===== src/rtl/bfa_pkg.sv =====
// Shared types and constants for the best-fit buffer allocator.
`timescale 1ns / 1ps
`default_nettype none
package bfa_pkg;

  localparam int unsigned QW  = 16;  // quad count width
  localparam int unsigned ICW = 19;  // index count width
  localparam int unsigned BQW = 18;  // base quad width
  localparam int unsigned INW = 32;  // instance width

  localparam logic OP_ALLOC = 1'b0;
  localparam logic OP_FREE  = 1'b1;

  localparam logic [1:0] ST_OK       = 2'd0;
  localparam logic [1:0] ST_NOSPACE  = 2'd1;
  localparam logic [1:0] ST_FULL     = 2'd2;
  localparam logic [1:0] ST_NOTFOUND = 2'd3;

  typedef enum logic [1:0] {
    UPD_HOLD,
    UPD_INS,
    UPD_DEL
  } upd_e;

endpackage
`default_nettype wire


===== src/rtl/bfa_cell.sv =====
// One slot of the region chain: holds a region and passes the search token on.
`timescale 1ns / 1ps
`default_nettype none
module bfa_cell
  import bfa_pkg::*;
#(
  parameter int unsigned INDEX = 0,
  parameter int unsigned AW    = 17,
  parameter int unsigned IW    = 8
) (
  input  wire logic          clk_i,
  input  wire logic          valid_i,
  input  wire logic          op_i,
  input  wire logic [QW-1:0] q_i,
  input  wire logic [QW-1:0] key_i,
  input  wire logic [AW-1:0] prev_end_i,
  input  wire logic          tok_found_i,
  input  wire logic [AW-1:0] tok_space_i,
  input  wire logic [AW-1:0] tok_pos_i,
  input  wire logic [IW-1:0] tok_at_i,
  input  wire logic [AW-1:0] tok_last_i,
  input  wire upd_e          upd_i,
  input  wire logic [IW-1:0] at_i,
  input  wire logic [AW-1:0] new_start_i,
  input  wire logic [QW-1:0] new_size_i,
  input  wire logic [AW-1:0] prev_start_i,
  input  wire logic [QW-1:0] prev_size_i,
  input  wire logic [AW-1:0] next_start_i,
  input  wire logic [QW-1:0] next_size_i,
  output logic [AW-1:0]      start_o,
  output logic [QW-1:0]      size_o,
  output logic [AW-1:0]      end_o,
  output logic               tok_found_o,
  output logic [AW-1:0]      tok_space_o,
  output logic [AW-1:0]      tok_pos_o,
  output logic [IW-1:0]      tok_at_o,
  output logic [AW-1:0]      tok_last_o
);

  localparam int unsigned CMPW = (AW > QW) ? AW : QW;
  localparam logic [IW-1:0] MyIdx = IW'(INDEX);

  logic [AW-1:0] start_q, start_d;
  logic [QW-1:0] size_q, size_d;
  logic [AW-1:0] gap;
  logic          fit, take;

  assign start_o = start_q;
  assign size_o  = size_q;
  assign end_o   = start_q + AW'(size_q);
  assign gap     = start_q - prev_end_i;

  always_comb begin
    fit  = CMPW'(gap) >= CMPW'(q_i);
    take = 1'b0;
    if (valid_i) begin
      if (op_i == OP_FREE) begin
        take = !tok_found_i && (CMPW'(start_q) == CMPW'(key_i));
      end else begin
        take = fit && (!tok_found_i || gap < tok_space_i);
      end
    end
  end

  always_comb begin
    start_d = start_q;
    size_d  = size_q;
    case (upd_i)
      UPD_INS: begin
        if (MyIdx == at_i) begin
          start_d = new_start_i;
          size_d  = new_size_i;
        end else if (MyIdx > at_i) begin
          start_d = prev_start_i;
          size_d  = prev_size_i;
        end
      end
      UPD_DEL: begin
        if (MyIdx >= at_i) begin
          start_d = next_start_i;
          size_d  = next_size_i;
        end
      end
      default: begin
      end
    endcase
  end

  always_ff @(posedge clk_i) begin
    start_q     <= start_d;
    size_q      <= size_d;
    tok_found_o <= tok_found_i || take;
    tok_space_o <= take ? gap : tok_space_i;
    tok_pos_o   <= take ? prev_end_i : tok_pos_i;
    tok_at_o    <= take ? MyIdx : tok_at_i;
    tok_last_o  <= valid_i ? end_o : tok_last_i;
  end

endmodule
`default_nettype wire


===== config.mk =====
export PLATFORM = sky130hd
export DESIGN_NAME = bfa_cell
export DESIGN_NICKNAME = d
export VERILOG_FILES = /design/src/rtl/bfa_pkg.sv /design/src/rtl/bfa_cell.sv
export SDC_FILE = /design/constraint.sdc
export NUM_CORES = 1
export LEC_CHECK = 0
export BUFFER_PORTS_ARGS = -buffer_cell sky130_fd_sc_hd__buf_2
export CAP_MARGIN = 15
export CORE_AREA = 3 3 126 128
export CTS_CLUSTER_SIZE = 16
export DETAILED_ROUTE_END_ITERATION = 7
export DIE_AREA = 0 0 129 131
export PLACE_DENSITY = 0.74
export SYNTH_ARGS = -nofsm -noshare
export SYNTH_HDL_FRONTEND = slang
export SYNTH_SLANG_ARGS = --single-unit

===== constraint.sdc =====
create_clock -name clk_i -period 9.5 [get_ports clk_i]
set_input_delay 0.475 -clock clk_i [delete_from_list [all_inputs] [get_ports clk_i]]
set_output_delay 0.475 -clock clk_i [all_outputs]
set_load 0.01 [all_outputs]

==> results.cfg, run 1 <==
[place]
dpl.hpwl_mm = 15.60
port_buffers = 330
dpl_worst_slack_ps = 4609
gp_congestion = 0.9034

[floorplanning]
dieHeight_um = 131
die-area_mm2 = 0.01690
core_mm2 = 0.01498
io-pin-count = 331
initial_core_util_pct = 40.61
die_w_um = 129
rows = 45

[synth]
synth-xor-area-share_pct = 5.596
synth_mux_area_share_pct = 14.46
yosysTopAreaCellShare_pct = 19.75
synth_cell_types = 55
yosysWarnings = 0
synth_compound_area_share_pct = 13.31
synth_top_family_by_area = multiplexers
syn_inst = 626
synth_nets = 915
synth-seq-cells = 93
async_flop_share_pct = 0
syn_area_mm2 = 0.006082
yosysTopAreaCell = dfxtp_1
synth_edf_count = 33
yosys.area_share.simple_pct = 10.96
seq_area_frac_synth_pct = 36.04
syn_area_per_cell_um2 = 9.716
synthAdderAreaFrac_pct = 14.24
synth_ff_type = dfxtp_1
synthTopCellsByArea = dfxtp_1 (20%), edfxtp_1 (16%), ha_1 (14%)

[layout]
fillerInstances = 1399
syn_to_final_growth_pct = 35.24
final_nets = 1243
drive_gt1_share_pct = 41.81
antenna_cells = 0

[sta]
max_clock_freq_ghz = 0.2092
setup_slack_ps = 4721
rsz0062_at_grt = no
period_minus_slack_ps = 4779
setup_violations = 0
slew_headroom_pct = 31.28
finalHoldViolCount = 0
tightestPinTransition_ps = 1028
report.final.slew_viol_count = 0
fin_crit_sh_pct = 50.31
finClkSkew_ps = 8.826
fin_setup_tns_ps = 0

[clock_network]
clk_latency_ps = 350
hold_buffers = 0
cts_sinks = 93
numCtsBuffers = 9
cts-root-buf = clkbuf_16
tritoncts = done
cts_max_level = 3
postCtsSetupBuffers = 0
cts.clk_slew.worst_paths_ps = 70
cts_buffer_depth = 2
cts_resized = 0

[global_routing]
grt-ovfl-total = 0
gr-usage-all-layers_pct = 21.13
grt_pass1_wl_mm = 27.37
grt_pass1_vias = 5488
antenna_found_initial = 2
grt_max_degree = 68

[critical_path]
crit_path_end_kind = register
cp-start-kind = register
arrival_ps = 5010
path_class = reg2reg
cp_max_fo = 43
cp.required_ps = 9730

[route]
routed_wirelength_mm = 18.58
firstDrtPassIters = 4
wl_per_cell_um = 16.20
avgViaCountPerCell = 4.913
drt_iter0_markers = 136
drc = 0
ant_nets = 0
vias = 5635

[pwr]
power_density_mw_per_mm2 = 186.4
leakage_nw = 4.307
vdd_drop_max_mv = 0.08680

[worst_hold_path]
holdCritPathClass = in2reg

[outcome]
run_status = complete, no violations

[flow_run]
maxCapViolCount = 0
[flip-flops by register name (all words and copies together), names as in the netlist]
register / flops
tok_found_o: 1
tok_pos_o: 17
tok_space_o: 17
tok_at_o: 8
size_o: 16
tok_last_o: 17
start_o: 17
[where the power goes]
| part | internal [mW] | switching (mW) | total, mW |
|---|---|---|---|
| Combinational | 0.295 | 0.347 | 0.642 |
| Clock | 0.209 | 0.155 | 0.364 |
| Sequential | 0.490 | 0.0373 | 0.527 |
| Total | 0.993 | 0.540 | 1.53 |
[Yosys cell counts (2+ instances only)]
| cell | instances |
|---|---|
| a21boi_0 | 2 |
| o21ai_0 | 53 |
| mux2i_1 | 35 |
| o31ai_1 | 4 |
| mux2_1 | 10 |
| buf_6 | 3 |
| ha_1 | 66 |
| o21bai_1 | 3 |
| a21oi_1 | 26 |
| a31o_2 | 2 |
| edfxtp_1 | 33 |
| and2_1 | 10 |
| xnor2_1 | 19 |
| nor2_1 | 26 |
| and3_1 | 5 |
| fa_1 | 2 |
| nor4_1 | 6 |
| mux2_2 | 37 |
| or2_2 | 3 |
| a31oi_1 | 3 |
| nand2b_1 | 6 |
| a211oi_1 | 3 |
| a21o_1 | 4 |
| dfxtp_1 | 60 |
| nor2b_1 | 7 |
| inv_1 | 65 |
| xor2_1 | 18 |
| and4_1 | 2 |
| clkbuf_1 | 12 |
| a211o_1 | 2 |
| o211ai_1 | 2 |
| nand3_1 | 7 |
| o21a_1 | 9 |
| or3_1 | 4 |
| nand2_1 | 48 |
| nor3_1 | 10 |
[worst max-delay path, cell delays in order (launching register included)]
cell and delay [ps]:
edfxtp_1 480, ha_1 370, a211o_1 290, o221ai_1 170, a21oi_1 100, or4_1 450
a31oi_1 220, xnor2_1 200, ha_1 290, nand2_1 80, o21ai_0 110, a2111oi_0 340
a21oi_1 120, o21ai_0 140, a21boi_0 140, o32ai_4 260, buf_4 470, mux2_2 400
[worst paths after layout]
kind	from	end	slack, ps	cells after the start
worst min-delay path	tok_last_i[10]	tok_last_o[10]	320	3
worst max register to register	start_o[6]	tok_space_o[4]	4720	17
worst max-delay path	start_o[6]	tok_space_o[4]	4720	17
worst min register to register	size_o[0]	tok_last_o[0]	680	2
[kinds of logic after synthesis]
| logic type | after synthesis |
|---|---|
| compound gates | 127 |
| xor+xnor | 38 |
| fa+ha+maj | 68 |
| buf+inv | 81 |
| flops | 93 |
| mux | 82 |
| simple gates | 137 |
[layout make-up]
class / instances / area, um^2 / share of cell area (%)
multi-input cells: 452 / 3578 / 43.50
repair buffers: 333 / 1674 / 20.35
clock buffers: 14 / 286.5 / 3.483
well taps: 188 / 235.2 / 2.860
clock inverters: 2 / 15.01 / 0.1825
inverters: 65 / 244.0 / 2.966
flip-flops and latches: 93 / 2192 / 26.65
[through the flow]
stage | total power [mW] | std cells | cell area, um^2 | util, % | hold slack [ps]
finish | 1.533 | 1147 | 8225 | 54.92 | 321.5
global route | 1.642 | 1147 | 8225 | 54.92 | 326.5
floorplan | 0.9310 | 626 | 6082 | - | 576.5
detailed placement | 1.180 | 1131 | 7924 | 52.91 | 669.0
CTS | 1.552 | 1147 | 8225 | 54.92 | 310.2
global placement | 1.169 | 1131 | 7924 | 52.91 | 640.8
[metal layers]
metal / routed length, um / global-route usage (%) / up-vias
met1: 7380 / 23.60 / 2540
li1: - / - / 2869
met3: 1083 / 4.350 / 23
met4: 319 / 7.165 / 4
met2: 9775 / 39.82 / 199
met5: 21 / 0 / -
[cell usage in the layout (no fill, tap or decap), types with 2 or more instances in the layout]
cell type and count:
a211o_1 2, a211oi_1 3, a21boi_0 2, a21o_1 4
a21oi_1 25, a31o_2 2, a31oi_1 3, and2_1 10
and3_1 5, and4_1 2, buf_2 330, buf_4 3
clkbuf_16 10, clkbuf_8 2, clkinvlp_4 2, dfxtp_1 60
edfxtp_1 33, fa_1 2, ha_1 65, inv_1 65
mux2_1 10, mux2_2 37, mux2i_1 35, nand2_1 47
nand2b_1 6, nand3_1 7, nor2_1 26, nor2b_1 7
nor3_1 10, nor4_1 6, o211ai_1 2, o21a_1 9
o21ai_0 53, o21bai_1 3, o31ai_1 4, or2_2 3
or3_1 4, xnor2_1 19, xor2_1 18
(Power assumes the default switching activity.)
==> run 2: changes to the inputs <==
Settings changed: CORE_AREA 3 3 126 128 to default, CORE_MARGIN from default to 3, CORE_UTILIZATION from default to 41, DIE_AREA 0 0 129 131 to default, PLACE_DENSITY 0.74 to 0.77.
Clock period 9.5 ns to 4.1 ns, I/O delays scaled along.
==> run 2 against run 1 <==
Effect of this change: the run now ends with negative setup slack left; sequential share of layout area fell by 2.1 points; cell area rose by 8.5%; register-to-register slack got worse by 4900 ps; wire length rose by 13%.
==> results.cfg, run 2 (synthesis gave the netlist of run 1 again) <==
[layout]
final_nets = 1277
fillerInstances = 1215
final_common_cell = buf_2
seqCellArea_mm2 = 0.002192
drive_gt1_share_pct = 48.34
antenna_cells = 0
stdcell_count = 1173
final_cell_mix = buf_2 (330), inv_1 (65), ha_1 (60), dfxtp_1 (60), o21ai_0 (47)
final_util_pct = 62.83
syn_to_final_growth_pct = 46.74
multi_input_area_mm2 = 0.003923

[sta]
finalHoldViolCount = 0
max_clock_freq_ghz = 0.2341
report.final.slew_viol_count = 0
setup_violations = 42
period_minus_slack_ps = 4272
rsz0062_at_grt = yes
slew_headroom_pct = 29.46
finClkSkew_ps = 8.501
setup_slack_ps = -171.9
tightestPinTransition_ps = 1056
fin_crit_sh_pct = 104.2

[clock_network]
tritoncts = done
cts_buffer_depth = 2
hold_buffers = 0
cts_sinks = 93
cts-root-buf = clkbuf_16
numCtsBuffers = 9
clk_latency_ps = 350
cts_max_level = 3
cts.clk_slew.worst_paths_ps = 70

[outcome]
violations = negative setup slack
run_status = complete, but fails checks

[route]
vias = 5914
firstDrtPassIters = 4
ant_nets = 0
drc = 0
drt_iter0_markers = 272
routed_wirelength_mm = 20.96
avgViaCountPerCell = 5.042
wl_per_cell_um = 17.87

[floorplanning]
die-area_mm2 = 0.01633
die_w_um = 127.8
initial_core_util_pct = 42.82
dieHeight_um = 127.8
core_mm2 = 0.01420
rows = 43
io-pin-count = 331

[place]
gp_congestion = 0.8937
dpl.hpwl_mm = 16.74
dp_cells = 1149
port_buffers = 330

[critical_path]
crit_path_end_kind = register
path_class = reg2reg
cp_max_fo = 9
rrSetupSlack_ps = -170
cp.required_ps = 4330
arrival_ps = 4500
cp-start-kind = register

[global_routing]
grt_max_degree = 67
antenna_found_initial = 1
grt-ovfl-total = 0
grt_pass1_wl_mm = 30.37
grt_pass1_vias = 6037
gr-usage-all-layers_pct = 23.91

[pwr]
vdd_drop_max_mv = 0.1972
leakage_nw = 4.669
power_density_mw_per_mm2 = 446.0
finalPower_mw = 3.980

[flow_run]
maxCapViolCount = 0

[worst_hold_path]
holdCritPathClass = in2reg
## run 2: cell types whose count changed in the layout (fill, tap and decap cells not counted), moves of 5 or more
cell	delta
buf_4	+25
mux2_4	+16
mux2_2	-9
and2_1	-8
and2_4	+8
mux2_1	-7
o21ai_0	-6
a21oi_1	-5
ha_1	-5
o21ai_1	+5
## run 2: per-stage QoR
stage	area, um^2	setup WS (ps)	setup TNS, ps	hold slack, ps
6_report	8925	-171.9	-4787	67.63
5_1_grt	8925	-301.4	-10570	65.50
4_1_cts	8668	-139.0	-4164	44.44
3_5_place_dp	8149	-213.4	-7056	409.5
3_3_place_gp	8149	-40.72	-984.0	404.4
2_1_floorplan	6110	-7.916	-134.6	306.5
## run 2: what timing repair did
item / CTS / global route
resized for setup: 31 / 46
buffers inserted: 3 / 2
setup endpoints to repair: 42 / 43
hold endpoints to repair: 0 / 0
pin swaps: 4 / 26
cloned: 2 / 1
## run 2: final timing paths
check / startpoint / end / cells after the start
worst max-delay path: start_o[6] / tok_pos_o[12] / 16
worst min-delay path: tok_last_i[10] / tok_last_o[10] / 3
worst max register to register: start_o[6] / tok_pos_o[12] / 16
worst min register to register: size_o[0] / tok_last_o[0] / 2
## run 2: critical path, cell delays in order, from the launching register on
cell and delay [ps]:
edfxtp_1 440, ha_4 250, a211o_1 320, o221ai_2 170, a21oi_2 70, or4_4 530, a31o_4 260, o41ai_4 260
xnor2_2 130, ha_1 340, and4_4 240, o211ai_1 90, o211a_1 240, o32ai_4 140, buf_6 190, buf_8 140
mux2_2 350
## run 2: metal layers
| layer | up-vias | share of wire (%) | track usage, % |
|---|---|---|---|
| met3 | 36 | 6.7 | 5.083 |
| met5 | - | 0.062 | 0 |
| met4 | 2 | 2.6 | 8.052 |
| met2 | 221 | 52 | 44.58 |
| li1 | 2934 | - | - |
| met1 | 2721 | 38 | 26.82 |
## run 2: power breakdown
group / internal (mW) / leakage [nW] / total [mW] / switching [mW]
registers: 1.13 / 0.814 / 1.21 / 0.0765
clock network: 0.528 / 0.155 / 0.888 / 0.361
logic: 0.908 / 3.70 / 1.88 / 0.973
total: 2.57 / 4.67 / 3.98 / 1.41
## run 2: layout make-up
type	count	share of cell area (%)
clock inverters	3	0.4907
inverters	65	2.734
repair buffers	367	22.70
flip-flops and latches	93	24.56
clock buffers	13	3.042
multi-input cells	452	43.95
well taps	180	2.523
